--- src/design/sname_pkg.sv ---
// Shared types, constants and helpers for the 8.3 short name formatter.
// No dependencies; every other design file imports this package.
`timescale 1ns / 1ps

package sname_pkg;

	localparam int BASE_LEN = 8;
	localparam int EXT_LEN  = 3;
	localparam int BASE_W   = 8 * BASE_LEN;
	localparam int EXT_W    = 8 * EXT_LEN;
	localparam int CFG_W    = 64;
	localparam int BCNT_W   = 4;
	localparam int ECNT_W   = 3;

	localparam logic [7:0] CHAR_SPACE = 8'h20;
	localparam logic [7:0] CHAR_DOT   = 8'h2E;
	localparam logic [7:0] CHAR_NUL   = 8'h00;
	localparam logic [7:0] CHAR_LOW_A = 8'h61;
	localparam logic [7:0] CHAR_LOW_Z = 8'h7A;
	localparam logic [7:0] CASE_DIFF  = 8'h20;

	localparam logic [BASE_W-1:0] SPACES_BASE = {BASE_LEN{CHAR_SPACE}};
	localparam logic [EXT_W-1:0]  SPACES_EXT  = {EXT_LEN{CHAR_SPACE}};

	localparam logic [BCNT_W-1:0] BCNT_MAX = BCNT_W'(BASE_LEN + 1);
	localparam logic [ECNT_W-1:0] ECNT_MAX = ECNT_W'(EXT_LEN + 1);

	// Configuration register indexes.
	localparam logic CFG_TARGET_BASE = 1'b0;
	localparam logic CFG_TARGET_EXT  = 1'b1;

	// One finished short name as it leaves the accumulator.
	typedef struct packed {
		logic              valid_res;
		logic [BASE_W-1:0] base_name;
		logic [EXT_W-1:0]  ext_name;
		logic              matches_res;
	} result_t;

	// Raises ASCII a-z to A-Z and leaves every other byte alone.
	function automatic logic [7:0] raise_case(input logic [7:0] c);
		logic [7:0] r;
		r = c;
		if (c >= CHAR_LOW_A && c <= CHAR_LOW_Z) begin
			r = c - CASE_DIFF;
		end
		return r;
	endfunction

endpackage

--- src/design/short_name_formatter.sv ---
// FAT 8.3 short name formatter, top level. Uses sname_pkg, sname_accum, sname_outreg.
// A last byte goes from the byte register into the result register, which drives the ports.
// One byte per cycle while in_stall is low; the byte and result registers each hold one.
// Reset (arst_n, asynchronous, active low): empties both registers, clears the
// name being built and sets both target registers to spaces.
`timescale 1ns / 1ps

module short_name_formatter import sname_pkg::*; (
	input  logic              clk,
	input  logic              arst_n,
	// Byte channel.
	input  logic              in_valid,
	output logic              in_stall,
	input  logic [7:0]        name_char,
	input  logic              is_last,
	// Result channel.
	output logic              out_valid,
	input  logic              out_stall,
	output logic              valid_res,
	output logic [BASE_W-1:0] base_name,
	output logic [EXT_W-1:0]  ext_name,
	output logic              matches_res,
	// Configuration write channel.
	input  logic              cfg_valid,
	output logic              cfg_ready,
	input  logic              cfg_index,
	input  logic [CFG_W-1:0]  cfg_data
);

	// Input stage: one accepted byte waits here while the accumulator takes it in.
	logic              valid_s1;
	logic [7:0]        char_s1;
	logic              last_s1;

	// Target name registers.
	logic [BASE_W-1:0] target_base_q;
	logic [EXT_W-1:0]  target_ext_q;

	logic              adv_s1;
	logic              can_load;
	logic              in_take;
	result_t           acc_result;
	result_t           out_result;

	// A byte that does not end a name leaves the input stage at once. A last byte
	// must also find room in the result register, which frees up as the consumer
	// takes its request, so a new byte is accepted in the same cycle.
	assign adv_s1   = valid_s1 && (!last_s1 || can_load);
	assign in_stall = valid_s1 && !adv_s1;
	assign in_take  = in_valid && !in_stall;

	always_ff @(posedge clk or negedge arst_n) begin
		if (!arst_n) begin
			valid_s1 <= 1'b0;
		end else if (in_take) begin
			valid_s1 <= 1'b1;
		end else if (adv_s1) begin
			valid_s1 <= 1'b0;
		end
	end

	always_ff @(posedge clk) begin
		if (in_take) begin
			char_s1 <= name_char;
			last_s1 <= is_last;
		end
	end

	// Configuration writes are always taken; the user must write only while idle (unenforced).
	assign cfg_ready = 1'b1;

	always_ff @(posedge clk or negedge arst_n) begin
		if (!arst_n) begin
			target_base_q <= SPACES_BASE;
			target_ext_q  <= SPACES_EXT;
		end else if (cfg_valid && cfg_ready) begin
			unique case (cfg_index)
				CFG_TARGET_BASE: target_base_q <= cfg_data;
				CFG_TARGET_EXT:  target_ext_q  <= cfg_data[EXT_W-1:0];
				default: ;
			endcase
		end
	end

	sname_accum u_accum (
		.clk         (clk),
		.arst_n      (arst_n),
		.adv         (adv_s1),
		.name_char   (char_s1),
		.is_last     (last_s1),
		.target_base (target_base_q),
		.target_ext  (target_ext_q),
		.result      (acc_result)
	);

	// Only a last byte produces a request on the result channel.
	sname_outreg u_outreg (
		.clk        (clk),
		.arst_n     (arst_n),
		.load       (adv_s1 && last_s1),
		.result_in  (acc_result),
		.out_stall  (out_stall),
		.can_load   (can_load),
		.out_valid  (out_valid),
		.result_out (out_result)
	);

	assign valid_res   = out_result.valid_res;
	assign base_name   = out_result.base_name;
	assign ext_name    = out_result.ext_name;
	assign matches_res = out_result.matches_res;

endmodule

--- src/design/sname_accum.sv ---
// Per-name accumulator: keeps the base and extension buffers and counts,
// takes one byte per advance and forms the result on the last byte. Uses sname_pkg.
`timescale 1ns / 1ps

module sname_accum import sname_pkg::*; (
	input  logic              clk,
	input  logic              arst_n,
	input  logic              adv,
	input  logic [7:0]        name_char,
	input  logic              is_last,
	input  logic [BASE_W-1:0] target_base,
	input  logic [EXT_W-1:0]  target_ext,
	output result_t           result
);

	logic [BASE_W-1:0] base_q, base_d;
	logic [EXT_W-1:0]  ext_q, ext_d;
	logic [BCNT_W-1:0] bcnt_q, bcnt_d;
	logic [ECNT_W-1:0] ecnt_q, ecnt_d;
	logic              dot_q, dot_d;
	logic              term_q, term_d;
	logic [7:0]        up_char;
	logic              name_ok;

	assign up_char = raise_case(name_char);

	// Next state after taking in one byte.
	always_comb begin
		base_d = base_q;
		ext_d  = ext_q;
		bcnt_d = bcnt_q;
		ecnt_d = ecnt_q;
		dot_d  = dot_q;
		term_d = term_q;
		if (!term_q) begin
			if (name_char == CHAR_NUL) begin
				term_d = 1'b1;
			end else if (!dot_q && name_char == CHAR_DOT) begin
				dot_d = 1'b1;
			end else if (!dot_q) begin
				for (int i = 0; i < BASE_LEN; i++) begin
					if (bcnt_q == BCNT_W'(i)) begin
						base_d[BASE_W-1-8*i -: 8] = up_char;
					end
				end
				if (bcnt_q < BCNT_MAX) begin
					bcnt_d = bcnt_q + 1'b1;
				end
			end else begin
				for (int i = 0; i < EXT_LEN; i++) begin
					if (ecnt_q == ECNT_W'(i)) begin
						ext_d[EXT_W-1-8*i -: 8] = up_char;
					end
				end
				if (ecnt_q < ECNT_MAX) begin
					ecnt_d = ecnt_q + 1'b1;
				end
			end
		end
	end

	// The result is formed from the state that includes the last byte.
	always_comb begin
		name_ok = (bcnt_d != '0) && (bcnt_d <= BCNT_W'(BASE_LEN))
			&& (ecnt_d <= ECNT_W'(EXT_LEN));
		result.valid_res   = name_ok;
		result.base_name   = name_ok ? base_d : SPACES_BASE;
		result.ext_name    = name_ok ? ext_d : SPACES_EXT;
		result.matches_res = name_ok && (base_d == target_base) && (ext_d == target_ext);
	end

	always_ff @(posedge clk or negedge arst_n) begin
		if (!arst_n) begin
			base_q <= SPACES_BASE;
			ext_q  <= SPACES_EXT;
			bcnt_q <= '0;
			ecnt_q <= '0;
			dot_q  <= 1'b0;
			term_q <= 1'b0;
		end else if (adv) begin
			if (is_last) begin
				base_q <= SPACES_BASE;
				ext_q  <= SPACES_EXT;
				bcnt_q <= '0;
				ecnt_q <= '0;
				dot_q  <= 1'b0;
				term_q <= 1'b0;
			end else begin
				base_q <= base_d;
				ext_q  <= ext_d;
				bcnt_q <= bcnt_d;
				ecnt_q <= ecnt_d;
				dot_q  <= dot_d;
				term_q <= term_d;
			end
		end
	end

endmodule

--- src/design/sname_outreg.sv ---
// Result register: holds one finished short name until the consumer takes it.
// Uses result_t from sname_pkg.
`timescale 1ns / 1ps

module sname_outreg import sname_pkg::*; (
	input  logic    clk,
	input  logic    arst_n,
	input  logic    load,
	input  result_t result_in,
	input  logic    out_stall,
	output logic    can_load,
	output logic    out_valid,
	output result_t result_out
);

	logic    valid_q;
	result_t data_q;

	// A new result may enter when the register is empty or is being taken.
	assign can_load   = !valid_q || !out_stall;
	assign out_valid  = valid_q;
	assign result_out = data_q;

	always_ff @(posedge clk or negedge arst_n) begin
		if (!arst_n) begin
			valid_q <= 1'b0;
		end else if (load) begin
			valid_q <= 1'b1;
		end else if (!out_stall) begin
			valid_q <= 1'b0;
		end
	end

	always_ff @(posedge clk) begin
		if (load) begin
			data_q <= result_in;
		end
	end

endmodule

--- config.mk ---
export PLATFORM = sky130hd
export DESIGN_NAME = short_name_formatter
export DESIGN_NICKNAME = d
export VERILOG_FILES = /design/src/design/sname_pkg.sv /design/src/design/short_name_formatter.sv /design/src/design/sname_accum.sv /design/src/design/sname_outreg.sv
export SDC_FILE = /design/constraint.sdc
export NUM_CORES = 1
export LEC_CHECK = 0
export ABC_AREA = 1
export BUFFER_PORTS_ARGS = -buffer_cell sky130_fd_sc_hd__buf_2
export CORE_UTILIZATION = 40
export DETAILED_ROUTE_END_ITERATION = 7
export PLACE_DENSITY = 0.59
export SLEW_MARGIN = 30
export SYNTH_ARGS = -nofsm -noshare
export SYNTH_HDL_FRONTEND = slang
export SYNTH_SLANG_ARGS = --single-unit
--- constraint.sdc ---
create_clock -name clk -period 3.4 [get_ports clk]
set_clock_uncertainty 0.15 [all_clocks]
set_input_delay 0.51 -clock clk [delete_from_list [all_inputs] [get_ports clk]]
set_output_delay 0.51 -clock clk [all_outputs]
set_load 0.02 [all_outputs]
# == Word level (Yosys, flattened, before mapping) ==
# Cells that the tools add are included.
# classes
n_addsub,3
magnitude_cmp,6
n_eq_ne,15
muxes,45
bitwise,1
reduce_logical,27
# op_table
op,count
$mux 64,5
$mux 24,5
$mux 8,12
$eq 64x64->1,1
$eq 24x24->1,1
$mux 4,6
$mux 3,6
$eq 4x3->1 const B,4
$mux 1,11
$logic_and 1x1->1,10
$eq 4x2->1 const B,2
$eq 8x6->1 const B,1
$ge 8x7->1 const B,1
$le 8x7->1 const B,1
$logic_not 8->1,1
$sub 8x6->8 const B,1
$logic_not 1->1,6
$add 4x1->4 const B,1
$eq 4x1->1 const B,1
$le 4x4->1 const B,1
$logic_not 4->1,1
$lt 4x4->1 const B,1
$ne 2x2->1 const B,2
$reduce_and 2->1,2
other kinds (12),14
# word_totals
ff_bits,286
output_inout_bits,93

# == Longest topological paths before layout ==
# Gate-level depths: netlist (run 1).
# depth
ltp_word,11
mapped_depth,20
mapped_depth_nobuf,19

# == Modules after synthesis ==
# From an unflattened synthesis (run 1), not the netlist that was laid out.
# hier_totals
hier_cells,1742
hier_area_um2,14443.9
# by_module_without_submodules
module,n_inst,cells_each,area_each_um2,seq_area_each_um2
sname_accum,1,1242,7801.2,2441.1
short_name_formatter,1,406,3898.7,2511.2
sname_outreg,1,94,2743.9,2727.6

# == Worst setup path after synthesis (run 1) ==
# OpenSTA, ideal clock, no wires.
# synth_path
path_type,input to register
from,input out_stall
to,"register u_outreg.data_q (netlist bit u_outreg.result_out[0]), enable pin"
arrival_ns,2.664
t_required_ns,2.803
path_slack_ns,0.139
path_stages,5
path_buffers,0
cell_sequence,nand3_1 nand2_1 inv_1 nand2_1 inv_1
# synth_between
elab_chain_cells,5
# synth_rtl
element,line_no,text
start: declaration,short_name_formatter.sv:18,"input logic out_stall,"
$logic_not 1->1,sname_outreg.sv:20,assign can_load = !valid_q || !out_stall;
$logic_or 1x1->1,sname_outreg.sv:20,
$logic_or 1x1->1,short_name_formatter.sv:48,assign adv_s1 = valid_s1 && (!last_s1 || can_load);
$logic_and 1x1->1,short_name_formatter.sv:48,
$logic_and 1x1->1,short_name_formatter.sv:100,".load (adv_s1 && last_s1),"
via u_outreg.load,sname_outreg.sv:8,"input logic load,"
end signal: assignment,sname_outreg.sv:36,data_q <= result_in;
end: declaration,sname_outreg.sv:17,result_t data_q;
# The timed path passes the listed nets, and every way through them passes these cells.
# A chain may end at the register's enable or synchronous reset.

==> results by group, run 1 <==
Placed design
  • Port buffer count: 170
  • Inst Count DP: 2323
  • DP HPWL: 33.3 mm
  • GP Congestion: 0.964

Synth
  • Mapped Nets: between 1500 and 2000
  • Syn_area_per_cell: 8.22 um2
  • Top cells by area, synth: dfrtp_1 (29%), edfxtp_1 (21%), nand2_1 (14%)
  • Netlist cell types: 38
  • Cells after Synth: about 1700
  • Register area share after synthesis: 0.539
  • Area leader, netlist: dfrtp_1
  • Synth Register Bits: around 290
  • Yosys top cell area share: 0.290
  • Netlist Area Pre-Place: 14200 um2
  • Ys Warns: 0

Critical path
  • Setup slack, reg-to-reg: 0.25 ns
  • CP max-delay cell: edfxtp_1
  • RR Endpoint: u_outreg.result_out[0]
  • Crit path buf inv count: 1
  • R2R depth: 17
  • Critical path class: flop to flop
  • Data required time of the worst path: approximately 3.7 ns
  • Critical path cell sequence: inv_2, nand2_1, nor2_1, nand2_1, nand3_1, nand2_1, nand2_2, nand2_1, nand2_1, nand2_1, nand2_1, nand3_1, nor2_1, nand2_1, nor2_1, nand3_1, nor2_1
  • Critical path's largest stage delay: 0.49 ns
  • Largest delay share family, worst path: simple AND/OR/NAND/NOR gates
  • Crit path max fanout: 13
  • Worst r2r src: char_s1[0]
  • Cell mode on critical path: nand2_1
  • Startpoint Class: flop
  • CP Data Arrival Time: 3.44 ns
  • CP Capture Type: flop

Layout
  • Fin cells: 2396
  • Fin util: 0.484
  • Fraction of layout cells with a size suffix above 1: 0.175
  • Area grow syn2layout: 18.3%
  • Final nets: roughly 2000
  • Fill cells: 3388

Timing
  • Fmax: 318 MHz
  • Final setup fails: 0
  • Final period util: 0.926
  • Worst slew pin tran: 0.883 ns
  • Worst hold slack: 0.0186 ns
  • Minimum clock period after layout: 3.15 ns
  • Slew headroom: 0.410
  • RSZ-0062 raised after global routing: no
  • Slew Limit Fails: 0
  • Final hold vios: 0
  • Setup TNS: 0 ns

Hold path
  • Worst hold start: name_char[7]
  • Worst Hold Endpoint: char_s1[7]
  • WHS Path Cells: 1
  • Worst Hold Class: primary input to flop

Power
  • Peak supply drop: 0.000444 V
  • Reg power frac: 0.428
  • Logic pwr share: 0.229
  • Leak Pwr: around 8.1 nW
  • Net load switching power: 0.00321 W
  • Clk pwr share: 0.343
  • Switching share of total power: 0.328
  • Final Power: 0.00979 W
  • Pint: 0.00658 W
  • Power Dens Cells: 581 nW/um2

Clock tree
  • Root Buffer: clkbuf_16
  • Reg clk slew, reported paths: roughly 0.070 ns
  • CTS max path bufs: 3
  • Clk_lat worst skew: 0.59 ns
  • CTS tree: done
  • CTS Buf Count: 31
  • H-tree Lvls: 1
  • Clk sinks: 286

Drt
  • Vias: 12400
  • Initial drt markers: 1138
  • Met2 Wirelength: 20.5 mm
  • Met1 WL: 21.7 mm
  • Post-Route WL: 46.4 mm
  • ANT nets after route: 0
  • Top Layer Used: met4
  • Remaining DRCs: 0
  • Vias per cell: 5.18
  • Drt pass-1 iters: 5
  • Met3 wire length: 2.95 mm
  • WL/cell: 19.4 um

Global routing
  • Grt ovf: 0
  • Initial antenna violation count: 0
  • Vias in the first global route: 11600
  • First-pass GRT wire length: 70.2 mm
  • GRT Util Overall: 0.257
  • Largest net degree at the start of global routing: 86

Floorplan
  • Initial core utilization: 0.409
  • Core Area: approximately 35000 um2
  • Die height: 191 um
  • Die width: approximately 190 um
  • Ports: 172
  • Rows: slightly below 70
  • Die ar.: 36400 um2

Job
  • Maxcap violations: 0

Outcome
  • Status: completed
[cell usage after synthesis, drive strengths merged]
cell type  number
buf            30
xnor2           1
o22ai          80
and2            1
nand3         127
a211oi          3
ha              9
edfxtp         99
clkbuf         41
nand4          30
or2             1
nand2         542
dfstp          22
clkinv          2
o21ai          70
nor3            2
o211ai          1
a22oi           2
nand3b         28
a21oi          33
nor2          180
conb            1
mux2           14
dfrtp         165
inv           248
[cells in the final DEF (no fill, tap or decap), types with 5 or more instances in the layout]
| cell | Yosys | final |
|---|---|---|
| inv_1 | 239 | 236 |
| buf_2 | 9 | 169 |
| nor2_1 | 168 | 168 |
| dfstp_2 | 22 | 22 |
| o22ai_1 | 80 | 80 |
| nor2_2 | 8 | 8 |
| edfxtp_1 | 99 | 99 |
| o21ai_1 | 9 | 9 |
| nand4_1 | 25 | 25 |
| nand3b_1 | 28 | 28 |
| inv_2 | 9 | 10 |
| mux2_2 | 14 | 14 |
| o21ai_0 | 59 | 59 |
| clkbuf_1 | 41 | 7 |
| nand3_1 | 119 | 119 |
| a21oi_1 | 33 | 33 |
| clkbuf_16 | 0 | 31 |
| clkinv_2 | 0 | 7 |
| buf_4 | 10 | 33 |
| ha_1 | 9 | 9 |
| buf_12 | 0 | 8 |
| clkinv_1 | 2 | 5 |
| dfrtp_1 | 165 | 165 |
| dlygate4sd3_1 | 0 | 10 |
| nand3_2 | 5 | 5 |
| nand2_1 | 537 | 536 |
| nand4_2 | 5 | 5 |
[worst max-delay path by stage]
stage / endpoint / from / depth (start not counted) / slack [ns]
final: u_outreg.result_out[0] / char_s1[0] / 17 / 0.25
after global routing: u_outreg.result_out[0] / char_s1[0] / 17 / 0.03
after CTS: u_outreg.result_out[0] / char_s1[4] / 17 / 0.22
after detailed placement: u_outreg.result_out[0] / char_s1[4] / 17 / 0.27
after global placement: u_outreg.result_out[0] / char_s1[4] / 17 / 0.33
after floorplan: u_outreg.result_out[0] / out_stall / 5 / 0.14
[cell families (layout without fill, tap and decap cells)]
| family | Yosys count | in the layout | share of synthesized area |
|---|---|---|---|
| compound gates | 189 | 189 | 0.0750 |
| xor+xnor | 1 | 1 | 0.000615 |
| fa+ha+maj | 9 | 9 | 0.00791 |
| buf+inv | 321 | 529 | 0.0901 |
| flops | 286 | 286 | 0.539 |
| mux | 14 | 14 | 0.0111 |
| other cells | 1 | 2 | 0.000263 |
| simple gates | 911 | 911 | 0.276 |
[stage by stage]
step           setup WS, ns  cell area, um2
2_1_floorplan         0.139           14200
3_3_place_gp          0.329           15700
3_5_place_dp          0.274           15700
4_1_cts               0.217           16800
5_1_grt              0.0286           16800
6_report              0.252           16800
[state kept, by name, indices dropped and copies added, names as in the netlist]
register             flops
u_accum.base_q          64
u_accum.term_q           1
valid_s1                 1
target_base_q           64
u_accum.dot_q            1
u_accum.bcnt_q           4
target_ext_q            24
last_s1                  1
u_outreg.out_valid       1
u_accum.ext_q           24
u_outreg.result_out     90
u_accum.ecnt_q           3
char_s1                  8
[final cells by class]
type,count,area [um2],share of cell area
Sequential cell,286,7680,0.456
Timing Repair Buffer,221,1370,0.0812
Inverter,250,943,0.0560
Clock buffer,41,843,0.0501
Clock inverter,17,156,0.00928
Tap cell,455,569,0.0338
Antenna cell,1,2.50,0.000149
Multi-Input combinational cell,1125,5290,0.314
[repair_timing]
action,4_1_cts,5_1_grt
endpoints found under the hold margin,71,1
setup endpoints to repair,0,1
gates resized for setup,0,2
hold buffers,9,1
buffers inserted,0,4
[power by group through the flow]
stage	clock network [W]	logic, W	registers [W]
2_1_floorplan	0	0.00133	0.00428
3_3_place_gp	0	0.00220	0.00424
3_5_place_dp	0	0.00221	0.00425
4_1_cts	0.00341	0.00223	0.00419
5_1_grt	0.00354	0.00246	0.00422
6_report	0.00335	0.00224	0.00419
[per-layer routing]
layer,global-route usage,up-vias
li1,-,5946
met1,0.384,5914
met2,0.392,466
met3,0.0267,78
met4,0.0705,0
met5,0,-
No activity file was read; power rests on OpenSTA's default activity.
==> inputs of run 2 (changes only) <==
- ABC_AREA: 1 -> 0
- CORE_MARGIN: not set -> 1
- PLACE_DENSITY: 0.59 -> 0.57
- clock period: 3.4 -> 3.3 ns (I/O delays scaled with it)
==> run 2 against run 1 <==
Area after synthesis decreased by 3.3%. Via count decreased by 0.63%. Die area decreased by 3.3%. Final cell count decreased by 10%. Power increased by 7.3%. Largest cell class unchanged. Largest power group unchanged.
==> results by group, run 2 <==
Layout
  • Final nets: 1759 (-12%)
  • FF/Latch Area: 7680 um2 (about the same)
  • Area occupied by multi-input gates: 6030 um2 (+14%)
  • Most frequent cells in the layout: buf_4 (229), buf_2 (169), dfrtp_1 (164)
  • # diodes: 0 (-1)
  • Commonest non-fill, non-tap cell in the layout: buf_4
  • Fill cells: 3044 (-10%)
  • Post-route cell area: 18600 um2 (+11%)
  • Fraction of layout cells with a size suffix above 1: 0.381 (+0.206)
  • Area grow syn2layout: 35.3%
  • Max reg flops: 90 (unchanged)

Critical path
  • Setup slack, reg-to-reg: 0.008 ns (-0.24 ns)
  • R2R depth: 12 (-5)
  • CP Data Arrival Time: 3.51 ns (+0.07 ns)
  • Crit path buf inv count: 3 (+2)
  • Data required time of the worst path: 3.52 ns (-0.17 ns)
  • Critical path cell sequence: or4_4, buf_12, a21oi_4, buf_4, nor2_2, buf_4, a32o_1, o21ai_2, nand4_1, nor4_2, nand4_1, nor4_2
  • RR Endpoint: u_outreg.result_out[0]
  • Worst Setup EP: u_outreg.result_out[0]
  • Largest delay share family, worst path: simple AND/OR/NAND/NOR gates
  • Startpoint Class: flop
  • Number of cells on the critical path: 12 (-5)
  • Crit. Startpoint: char_s1[7]
  • Critical path's largest stage delay: 0.56 ns (+0.07 ns)
  • Worst r2r src: char_s1[7]
  • Critical path class: flop to flop
  • Crit path max fanout: 8 (-5)
  • CP max-delay cell: or4_4
  • CP Capture Type: flop

Timing
  • Final setup fails: 0 (unchanged)
  • Final setup margin: 0.00781 ns (-0.244 ns)
  • Minimum clock period after layout: 3.29 ns (+0.144 ns)
  • Final period util: 0.998 (+0.0718)
  • Fmax: 304 MHz (-4.4%)
  • Slew headroom: 0.318 (-0.0913)
  • RSZ-0062 raised after global routing: yes
  • Final hold vios: 0 (unchanged)
  • Slew Limit Fails: 0 (unchanged)
  • Worst slew pin tran: 1.02 ns (+0.137 ns)

Power
  • Leak Pwr: 7.87 nW (-3.2%)
  • Peak supply drop: 0.000367 V (-17%)
  • Power Dens Cells: 564 nW/um2 (-3.0%)

Floorplan
  • Initial core utilization: 0.409 (-0.000692)
  • Die width: 188 um (-1.7%)
  • Die ar.: 35200 um2 (-3.3%)
  • Die height: 188 um (-1.7%)
  • Ports: 172 (unchanged)
  • Core Area: 33700 um2 (-3.2%)
  • Rows: 67 (-1.5%)

Drt
  • Remaining DRCs: 0 (unchanged)
  • Initial drt markers: 1226 (+7.7%)
  • Vias per cell: 5.75 (+11%)
  • Drt pass-1 iters: 5 (unchanged)
  • Post-Route WL: 56.2 mm (+21%)
  • ANT nets after route: 0 (unchanged)
  • Vias: 12300 (-0.63%)
  • WL/cell: 26.2 um (+35%)

Clock tree
  • CTS Buf Count: 34 (+9.7%)
  • Reg clk slew, reported paths: 0.06 ns (about the same)
  • H-tree Lvls: 2 (+1)
  • CTS tree: done
  • Clk_lat worst skew: 0.53 ns (-0.06 ns)
  • CTS max path bufs: 3 (unchanged)
  • Clk sinks: 286 (unchanged)
  • Root Buffer: clkbuf_16

Placed design
  • Placed Area: 16800 um2 (+6.8%)
  • Pre-CTS setup slack: -0.503 ns (-0.777 ns)
  • DP HPWL: 41.9 mm (+26%)
  • GP Congestion: 1.02 (+5.8%)
  • Port buffer count: 170 (unchanged)

Job
  • Maxcap violations: 0 (unchanged)

Global routing
  • GRT Util Overall: 0.320 (+0.0635)
  • Grt ovf: 0 (unchanged)
  • Vias in the first global route: 12100 (+4.1%)
  • Initial antenna violation count: 1 (+1)
  • First-pass GRT wire length: 81.4 mm (+16%)
  • Largest net degree at the start of global routing: 79 (-8.1%)

Synth
  • Synth Flop Type: dfrtp_1
  • Netlist cell types: 78 (+110%)
  • Syn_area_per_cell: 10.8 um2 (+31%)
  • Synth Register Bits: 286 (unchanged)
  • Area leader, netlist: dfrtp_1
  • Top cells by area, synth: dfrtp_1 (30%), edfxtp_1 (22%), mux2_2 (6.1%)
  • Synth async-reset ratio: 0.654 (unchanged)
  • Number of flops mapped to enable cells by yosys: 99 (unchanged)
  • Register area share after synthesis: 0.558 (+0.0185)
  • Yosys top cell area share: 0.300 (+0.00996)
  • Most common cell in the netlist: dfrtp_1
  • Cells after Synth: 1276 (-26%)
  • Commonest cells post-synth: dfrtp_1 (165), nand2_1 (163), edfxtp_1 (99)
  • Netlist Area Pre-Place: 13800 um2 (-3.3%)
  • Ys Warns: 0 (unchanged)
  • Mapped Nets: 1364 (-25%)

Outcome
  • Status: completed

Hold path
  • Worst Hold Class: primary input to flop
## run 2: cell count changes after synthesis, moves of 22 or more
cell / before / now
a21oi_1: 33 / 74
nor2_1: 168 / 96
inv_1: 239 / 52
mux2i_1: 0 / 32
a22o_1: 0 / 30
o22ai_1: 80 / 23
nand3_1: 119 / 7
o21ai_0: 59 / 81
nand3b_1: 28 / 5
nand2_1: 537 / 163
xnor2_1: 1 / 38
mux2_2: 14 / 75
## run 2: power breakdown
group | switching (W) | internal, W | total, W
clock | 0.00151 | 0.00212 | 0.00363
sequential | 0.000322 | 0.00403 | 0.00435
combinational | 0.00147 | 0.00105 | 0.00252
total | 0.00330 | 0.00720 | 0.0105
## run 2: what timing repair did
item | CTS | global route
setup buffers | 9 | 14
hold endpoints to repair | 70 | 0
hold buffers | 10 | 0
pin swaps | 15 | 22
resized for setup | 48 | 55
endpoints found under the setup margin | 1 | 55
## run 2: stage by stage
step | util | hold WS (ns) | power, W | TNS [ns] | cells
3_3_place_gp | 0.498 | 0.313 | 0.00673 | -0.557 | 2050
6_report | 0.553 | 0.0232 | 0.0105 | 0 | 2145
5_1_grt | 0.553 | 0.0232 | 0.0108 | -0.133 | 2145
4_1_cts | 0.542 | 0.0118 | 0.0105 | 0 | 2131
2_1_floorplan | - | 0.0494 | 0.00541 | 0 | 1276
3_5_place_dp | 0.498 | 0.311 | 0.00673 | -0.503 | 2050
## run 2: area by class of cell
| cell class | instances | share of cell area |
|---|---|---|
| clock buffer | 50 | 0.0539 |
| clock inverter | 12 | 0.00363 |
| inverter | 53 | 0.0109 |
| multi-input combinational | 861 | 0.324 |
| sequential | 286 | 0.412 |
| tap | 448 | 0.0301 |
| timing repair buffer | 435 | 0.166 |
## run 2: how the worst min path moves through the flow
stage,cells after the start,from,to,slack (ns)
6_report,2,in_valid,valid_s1,0.02
4_1_cts,2,in_valid,valid_s1,0.01
2_1_floorplan,0,arst_n,target_base_q[0],0.05
3_5_place_dp,2,u_accum.base_q[61],u_accum.base_q[61],0.31
3_3_place_gp,2,u_accum.ext_q[0],u_accum.ext_q[0],0.31
5_1_grt,2,in_valid,valid_s1,0.02
## run 2: per-layer routing
layer  GRT usage  wire (um)
met1       0.449      23900
met3      0.0623       5050
met5           0          0
met2       0.488      24800
met4       0.126       2430
## run 2: cells by family after synthesis
kind of cell             after synthesis  share of synthesized area
other                                  1                   0.000272
buffers and inverters                129                     0.0373
XOR/XNOR                              59                     0.0375
flip-flops                           286                      0.558
adder cells (fa/ha/maj)                9                    0.00818
multiplexers                         107                     0.0846
AND/OR/NAND/NOR                      354                      0.116
AO/OA/AOI/OAI                        331                      0.158
